--- src/rtl/core/pst_pkg.sv ---
// ----------------------------------------------------------------------------
// pst_pkg : process slot table shared definitions
// Operation and phase codes, beat payload structs and default sizes.
// ----------------------------------------------------------------------------
package pst_pkg;

    localparam int SLOTS_DEF    = 64;
    localparam int PID_BITS_DEF = 32;

    // operation codes
    localparam logic [1:0] OP_SPAWN = 2'd0;
    localparam logic [1:0] OP_EXIT  = 2'd1;
    localparam logic [1:0] OP_WAIT  = 2'd2;
    localparam logic [1:0] OP_QUERY = 2'd3;

    // slot phase codes
    localparam logic [1:0] PH_FREE    = 2'd0;
    localparam logic [1:0] PH_READY   = 2'd1;
    localparam logic [1:0] PH_RUNNING = 2'd2;
    localparam logic [1:0] PH_ZOMBIE  = 2'd3;

    // status codes
    localparam logic ST_OK   = 1'b0;
    localparam logic ST_FAIL = 1'b1;

    typedef struct packed {
        logic [1:0]         operation;
        logic [31:0]        target_id;
        logic signed [31:0] exit_value;
    } t_in;

    typedef struct packed {
        logic               status;
        logic [31:0]        new_id;
        logic signed [31:0] reaped_value;
        logic [1:0]         slot_status;
    } t_out;

    // per-field write enables of the slot table
    typedef struct packed {
        logic id;
        logic phase;
        logic code;
    } t_wr_en;

endpackage

--- src/rtl/core/pst_table.sv ---
// ----------------------------------------------------------------------------
// pst_table : slot storage
// Id, phase and exit code memories; one write port, one registered read port.
// ----------------------------------------------------------------------------
module pst_table #(
    parameter int SLOTS    = pst_pkg::SLOTS_DEF,
    parameter int PID_BITS = pst_pkg::PID_BITS_DEF,
    parameter int AW       = (SLOTS > 1) ? $clog2(SLOTS) : 1
) (
    input  logic                i_clk,
    input  pst_pkg::t_wr_en     i_wr_en,
    input  logic [AW-1:0]       i_wr_addr,
    input  logic [PID_BITS-1:0] i_wr_id,
    input  logic [1:0]          i_wr_phase,
    input  logic [31:0]         i_wr_code,
    input  logic [AW-1:0]       i_rd_addr,
    output logic [PID_BITS-1:0] o_rd_id,
    output logic [1:0]          o_rd_phase,
    output logic [31:0]         o_rd_code
);
    import pst_pkg::*;

    logic [PID_BITS-1:0] mem_id    [SLOTS];
    logic [1:0]          mem_phase [SLOTS];
    logic [31:0]         mem_code  [SLOTS];

    always_ff @(posedge i_clk) begin
        if (i_wr_en.id) begin
            mem_id[i_wr_addr] <= i_wr_id;
        end
        if (i_wr_en.phase) begin
            mem_phase[i_wr_addr] <= i_wr_phase;
        end
        if (i_wr_en.code) begin
            mem_code[i_wr_addr] <= i_wr_code;
        end
        o_rd_id    <= mem_id[i_rd_addr];
        o_rd_phase <= mem_phase[i_rd_addr];
        o_rd_code  <= mem_code[i_rd_addr];
    end

endmodule

--- src/rtl/core/process_slot_table.sv ---
// ----------------------------------------------------------------------------
// process_slot_table : process slot allocator and lookup
// Spawn, exit, wait and query over a table of process slots.
// ----------------------------------------------------------------------------
// Usage:
//   One request beat goes in on i_in_* (valid/ready), one result beat comes
//   out on o_out_* (valid/ready) for every request.
//   A request is scanned slot by slot through a single compare unit: the
//   slot memories are read one entry a cycle, the registered read data is
//   compared with the request, and the scan stops at the first hit.
//   Throughput is one request per scan: a new request is taken only once
//   the previous scan result has moved to the output register. The memory
//   read port, one entry a cycle, sets the length of a scan.
//   After reset the block runs a clearing pass over the phase memory, with
//   o_in_ready low; afterwards all slots are free and the pid counter is
//   zero.
//   A result beat waits in the output register while the receiver stalls;
//   the next request is taken meanwhile, and its scan result is held until
//   the output register empties.
// ----------------------------------------------------------------------------
module process_slot_table #(
    parameter int SLOTS    = pst_pkg::SLOTS_DEF,
    parameter int PID_BITS = pst_pkg::PID_BITS_DEF
) (
    input  logic          i_clk,
    input  logic          i_rst_n,
    input  logic          i_in_valid,
    output logic          o_in_ready,
    input  pst_pkg::t_in  i_in_data,
    output logic          o_out_valid,
    input  logic          i_out_ready,
    output pst_pkg::t_out o_out_data
);
    import pst_pkg::*;

    localparam int AW = (SLOTS > 1) ? $clog2(SLOTS) : 1;
    // compare width: ids and target ids zero-extended to a common width
    localparam int CW = (PID_BITS > 32) ? PID_BITS : 32;
    localparam logic [AW-1:0] LAST = AW'(SLOTS - 1);

    typedef enum logic [3:0] {
        S_CLEAR = 4'b0001,
        S_IDLE  = 4'b0010,
        S_SCAN  = 4'b0100,
        S_HOLD  = 4'b1000
    } t_state;

    t_state              r_state, n_state;
    logic [AW-1:0]       r_addr, n_addr;     // read (or clear) address
    logic [AW-1:0]       r_didx, n_didx;     // slot index of the read data
    logic                r_dv, n_dv;         // read data valid
    logic [PID_BITS-1:0] r_ctr, n_ctr;       // pid counter
    t_in                 r_req, n_req;       // request under work
    t_out                r_pend, n_pend;     // scan result waiting for output
    logic                r_ovalid, n_ovalid;
    t_out                r_out, n_out;

    t_wr_en              wr_en;
    logic [AW-1:0]       wr_addr;
    logic [PID_BITS-1:0] wr_id;
    logic [1:0]          wr_phase;
    logic [31:0]         wr_code;
    logic [PID_BITS-1:0] rd_id;
    logic [1:0]          rd_phase;
    logic [31:0]         rd_code;

    logic                hit;
    logic                out_free;
    logic [PID_BITS-1:0] spawn_id;

    pst_table #(
        .SLOTS    (SLOTS),
        .PID_BITS (PID_BITS),
        .AW       (AW)
    ) u_table (
        .i_clk      (i_clk),
        .i_wr_en    (wr_en),
        .i_wr_addr  (wr_addr),
        .i_wr_id    (wr_id),
        .i_wr_phase (wr_phase),
        .i_wr_code  (wr_code),
        .i_rd_addr  (r_addr),
        .o_rd_id    (rd_id),
        .o_rd_phase (rd_phase),
        .o_rd_code  (rd_code)
    );

    assign o_in_ready  = (r_state == S_IDLE);
    assign o_out_valid = r_ovalid;
    assign o_out_data  = r_out;
    assign out_free    = !r_ovalid || i_out_ready;
    assign spawn_id    = r_ctr + 1'b1;

    // shared compare unit: spawn looks for a free slot, the rest for a live id
    always_comb begin
        if (r_req.operation == OP_SPAWN) begin
            hit = (rd_phase == PH_FREE);
        end else begin
            hit = (rd_phase != PH_FREE) && (CW'(rd_id) == CW'(r_req.target_id));
        end
    end

    always_comb begin
        n_state  = r_state;
        n_addr   = r_addr;
        n_didx   = r_didx;
        n_dv     = 1'b0;
        n_ctr    = r_ctr;
        n_req    = r_req;
        n_pend   = r_pend;
        n_ovalid = r_ovalid;
        n_out    = r_out;
        wr_en    = '0;
        wr_addr  = r_didx;
        wr_id    = '0;
        wr_phase = PH_FREE;
        wr_code  = '0;

        // drain the output register
        if (r_ovalid && i_out_ready) begin
            n_ovalid = 1'b0;
        end

        case (r_state)
            S_CLEAR: begin
                // sweep the phase memory to free, one slot a cycle
                wr_en.phase = 1'b1;
                wr_addr     = r_addr;
                if (r_addr == LAST) begin
                    n_addr  = '0;
                    n_state = S_IDLE;
                end else begin
                    n_addr = r_addr + 1'b1;
                end
            end
            S_IDLE: begin
                if (i_in_valid) begin
                    n_req   = i_in_data;
                    n_addr  = '0;
                    n_state = S_SCAN;
                end
            end
            S_SCAN: begin
                // advance the read address, hold at the last slot
                n_didx = r_addr;
                n_dv   = 1'b1;
                if (r_addr != LAST) begin
                    n_addr = r_addr + 1'b1;
                end
                if (r_dv) begin
                    n_pend.status       = ST_FAIL;
                    n_pend.new_id       = '0;
                    n_pend.reaped_value = '0;
                    n_pend.slot_status  = PH_FREE;
                    if (hit) begin
                        n_state = S_HOLD;
                        case (r_req.operation)
                            OP_SPAWN: begin
                                n_ctr         = spawn_id;
                                wr_en         = '{id: 1'b1, phase: 1'b1, code: 1'b1};
                                wr_id         = spawn_id;
                                wr_phase      = PH_READY;
                                wr_code       = '0;
                                n_pend.status = ST_OK;
                                n_pend.new_id = 32'(spawn_id);
                            end
                            OP_EXIT: begin
                                if (rd_phase inside {PH_READY, PH_RUNNING}) begin
                                    wr_en.phase   = 1'b1;
                                    wr_en.code    = 1'b1;
                                    wr_phase      = PH_ZOMBIE;
                                    wr_code       = r_req.exit_value;
                                    n_pend.status = ST_OK;
                                end
                            end
                            OP_WAIT: begin
                                if (rd_phase == PH_ZOMBIE) begin
                                    wr_en.phase         = 1'b1;
                                    wr_en.id            = 1'b1;
                                    wr_phase            = PH_FREE;
                                    wr_id               = '0;
                                    n_pend.status       = ST_OK;
                                    n_pend.reaped_value = rd_code;
                                end
                            end
                            default: begin
                                n_pend.status      = ST_OK;
                                n_pend.slot_status = rd_phase;
                            end
                        endcase
                    end else if (r_didx == LAST) begin
                        // whole table scanned without a hit
                        n_state = S_HOLD;
                    end
                end
            end
            S_HOLD: begin
                // move the result to the output register once it is free
                if (out_free) begin
                    n_out    = r_pend;
                    n_ovalid = 1'b1;
                    n_state  = S_IDLE;
                end
            end
            default: begin
                n_state = S_IDLE;
            end
        endcase
    end

    always_ff @(posedge i_clk) begin
        if (!i_rst_n) begin
            r_state  <= S_CLEAR;
            r_addr   <= '0;
            r_dv     <= 1'b0;
            r_ctr    <= '0;
            r_ovalid <= 1'b0;
        end else begin
            r_state  <= n_state;
            r_addr   <= n_addr;
            r_dv     <= n_dv;
            r_ctr    <= n_ctr;
            r_ovalid <= n_ovalid;
        end
    end

    always_ff @(posedge i_clk) begin
        r_didx <= n_didx;
        r_req  <= n_req;
        r_pend <= n_pend;
        r_out  <= n_out;
    end

endmodule
--- config.mk ---
export PLATFORM = sky130hd
export DESIGN_NAME = process_slot_table
export DESIGN_NICKNAME = d
export VERILOG_FILES = /design/src/rtl/core/pst_pkg.sv /design/src/rtl/core/pst_table.sv /design/src/rtl/core/process_slot_table.sv
export SDC_FILE = /design/constraint.sdc
export NUM_CORES = 2
export LEC_CHECK = 0
export BUFFER_PORTS_ARGS = -buffer_cell sky130_fd_sc_hd__buf_4
export CAP_MARGIN = 20
export CORE_MARGIN = 3
export CORE_UTILIZATION = 30
export CTS_CLUSTER_SIZE = 14
export DETAILED_ROUTE_END_ITERATION = 16
export GPL_TIMING_DRIVEN = 1
export SYNTH_ARGS = -nofsm -noshare
export SYNTH_HDL_FRONTEND = slang
export SYNTH_MEMORY_MAX_BITS = 65536
export SYNTH_SLANG_ARGS = --single-unit
--- constraint.sdc ---
create_clock -name i_clk -period 6.8 [get_ports i_clk]
set_input_delay 1.36 -clock i_clk [delete_from_list [all_inputs] [get_ports i_clk]]
set_output_delay 1.36 -clock i_clk [all_outputs]
set_load 0.005 [all_outputs]
==> out/metrics.cfg <==
[critical_path]
rrSetupSlack_ps=1690
critical_path_class=flip-flop to flip-flop
cp_max_fo=58
end_kind=flip-flop
cp_data_required_time_ps=7580
worstPathArrival_ps=5900
worst_setup_path_start_kind=flip-flop

[cells_and_area]
drive_gt1_frac=0.314
final_common_cell=edfxtp_1
mostFrequentLayoutCells=edfxtp_1 (4430), mux4_2 (1262), clkbuf_16 (445), buf_4 (413), nor3_2 (131)
area_growth_pct=15.5
instances_no_fill=15700
ff_latch_area_sq_mm=0.135
final_nets=7922
multi_input_area_sq_mm=0.0364
fin_util=0.349
fillers=51700

[synthesis]
yosys_warnings=0
synth_edf_count=4430
synth_top_flop_cell=edfxtp_1
synth.distinct_cells=47
syn-num-nets=7429
ys_seq_area_frac=0.784
synthSimpleGateAreaFrac=0.0197
synth_top_family_by_area=multiplexers
synth_fa_ha_area_frac=0.000580
synth-xor-area-share=0.00447
synth_compound_area_frac=0.0114
syn-cell-area_sq_mm=0.172
ys_ff_latch=4540
syn_inst=7351
avgSynthCellArea_sq_um=23.5
async_flop_share=0
synth_mux_area_frac=0.168

[power]
p_leak_nw=47.8
powerDensity_mw_per_mm2=278
irDropWorstVdd_v=0.000220
power_w=0.0554

[clock_network]
cts_tree=done
cts_sinks=4540
root_buffer=clkbuf_16
hold_buffers=0
clockBufferDepth=4
post_cts_buffers=0
clk_latency_ps=1030
cts.reportedPaths.clkPinSlew_ps=60
postCtsResizedCells=0
htree_levels=5
cts_buffers=441

[grt]
grt_pass1_vias=81000
overflow=0
globalRouteTotalUtil=0.150
grt_pass1_wl_microns=635000
grt_max_degree=113
antenna_found_initial=45

[worst_hold_path]
hold_path_class=flip-flop to flip-flop

[drt]
vias=81300
dr.first_iter.drc_count=10900
wl_per_cell_microns=28.7
dr.pass1.iters=6
ant_nets=0
viasPerCell=5.16
drt-total-wl_microns=452000
drcViolationCount=0

[die]
io_pins=139
die_h_microns=764
die_x_microns=764
row_count=277
die-area_sq_mm=0.584
start_util=0.302
core_area_sq_mm=0.571

[flow_run]
maxCapViolCount=0

[sta]
slew_violations=0
skew_ps=89.8
worst_pin_slew_ps=1200
hold_viol=0
fin_tns_setup_ps=0
rsz0062_at_grt=no
fmaxAchievable_ghz=0.196
fin_crit_sh=0.752
post-route-min-period_ps=5110
whs_ps=391
relSlewSlack=0.203
setup_viol=0

[placed_design]
place_congestion=0.861
hpwl_microns=264000
place.port_buffers=138
dp.cells=14900

[outcome]
outcome=complete, no violations

==> cell type report <==
type,count,share of cell area
flip-flops and latches,4540,0.679
multi-input cells,2374,0.183
clock buffers,567,0.0589
well taps,7533,0.0473
repair buffers,476,0.0215
clock inverters,237,0.0105
inverters,11,0.000232
diodes,10,0.000126
==> metal layers <==
layer  global-route usage  part of all wire  wire length (microns)  up-vias
met5                    0          0.000077                     35        -
met1                0.213              0.41                 186000    44500
li1                     -                 -                      -    32400
met2                0.238              0.47                 214000     3795
met4               0.0409             0.029                  13100        6
met3               0.0279             0.086                  39000      570
==> state kept, by name, indices dropped and copies added (netlist names) <==
signal / cells
r_dv: 1
r_req: 66
u_table.o_rd_code: 32
r_addr: 6
u_table.o_rd_phase: 2
r_pend: 67
u_table.mem_id: 2048
o_out_valid: 1
o_out_data: 67
r_didx: 6
r_state: 4
r_ctr: 32
u_table.o_rd_id: 32
u_table.mem_phase: 128
u_table.mem_code: 2048
==> Yosys cell counts (2+ instances only) <==
library cell | n | share of area
o31a_1 | 2 | 0.00010
and3_1 | 9 | 0.00033
o21ai_0 | 14 | 0.00041
nand4_1 | 16 | 0.00058
buf_2 | 174 | 0.0050
nor2b_1 | 68 | 0.0025
a22oi_1 | 36 | 0.0016
o21a_1 | 5 | 0.00022
nor4_1 | 7 | 0.00025
a221o_1 | 10 | 0.00058
nand3b_1 | 6 | 0.00026
nor2_1 | 119 | 0.0026
a21boi_0 | 4 | 0.00017
edfxtp_1 | 4430 | 0.77
nor3_1 | 218 | 0.0063
nand3_1 | 28 | 0.00081
a31oi_1 | 10 | 0.00036
mux4_2 | 1262 | 0.16
mux2i_1 | 61 | 0.0035
and2_1 | 91 | 0.0033
nand2b_1 | 11 | 0.00040
nand2_1 | 72 | 0.0016
xnor2_1 | 61 | 0.0031
or2_2 | 2 | 0.000073
buf_6 | 6 | 0.00039
clkbuf_1 | 156 | 0.0034
dfxtp_1 | 110 | 0.013
ha_1 | 8 | 0.00058
buf_4 | 24 | 0.0010
a211oi_1 | 69 | 0.0030
inv_1 | 11 | 0.00024
or3_1 | 5 | 0.00018
o22ai_1 | 67 | 0.0024
a21oi_1 | 61 | 0.0018
nor4b_2 | 2 | 0.00017
a22o_1 | 10 | 0.00051
nor4b_1 | 2 | 0.00010
xor2_1 | 27 | 0.0014
buf_1 | 66 | 0.0014
and4_1 | 4 | 0.00020
==> path summary, 6_finish.rpt <==
kind                                                      endpoint  cells past startpoint                     start
worst max-delay path            u_table.mem_code[58][14]$_DFFE_PP_                     10       r_req[45]$_DFFE_PP_
worst max register to register  u_table.mem_code[58][14]$_DFFE_PP_                     10       r_req[45]$_DFFE_PP_
worst min register to register            o_out_data[26]$_DFFE_PP_                      0  r_pend[26]$_SDFFCE_PN0P_
worst min-delay path                      o_out_data[26]$_DFFE_PP_                      0  r_pend[26]$_SDFFCE_PN0P_
==> where the power goes <==
group,internal (W),switching (W)
Combinational,0.000566,0.000875
Clock,0.0133,0.0103
Sequential,0.0302,0.0000341
==> critical path, stage by stage (launching register included) <==
cell      delay (ps)
edfxtp_1         400
xnor2_1          200
nand4_1          450
nor4_1           730
buf_4            270
a31oi_1          100
buf_4            240
nor3_2           190
buf_4            750
and2_2          1030
buf_4            350
==> logic make-up (layout without fill, tap and decap cells) <==
kind of cell             Yosys count  after routing
other                              0             10
flip-flops                      4540           4540
buffers and inverters            437           1291
adder cells (fa/ha/maj)            8              8
multiplexers                    1323           1323
XOR/XNOR                          88             88
AND/OR/NAND/NOR                  662            662
AO/OA/AOI/OAI                    293            293
==> through the flow <==
step / area, sq um / setup slack, ps
after floorplan: 172000 / 445
after global placement: 185000 / 1630
after detailed placement: 185000 / 1820
after CTS: 199000 / 1720
after global routing: 199000 / 1660
final: 199000 / 1690
(Power assumes the default switching activity.)
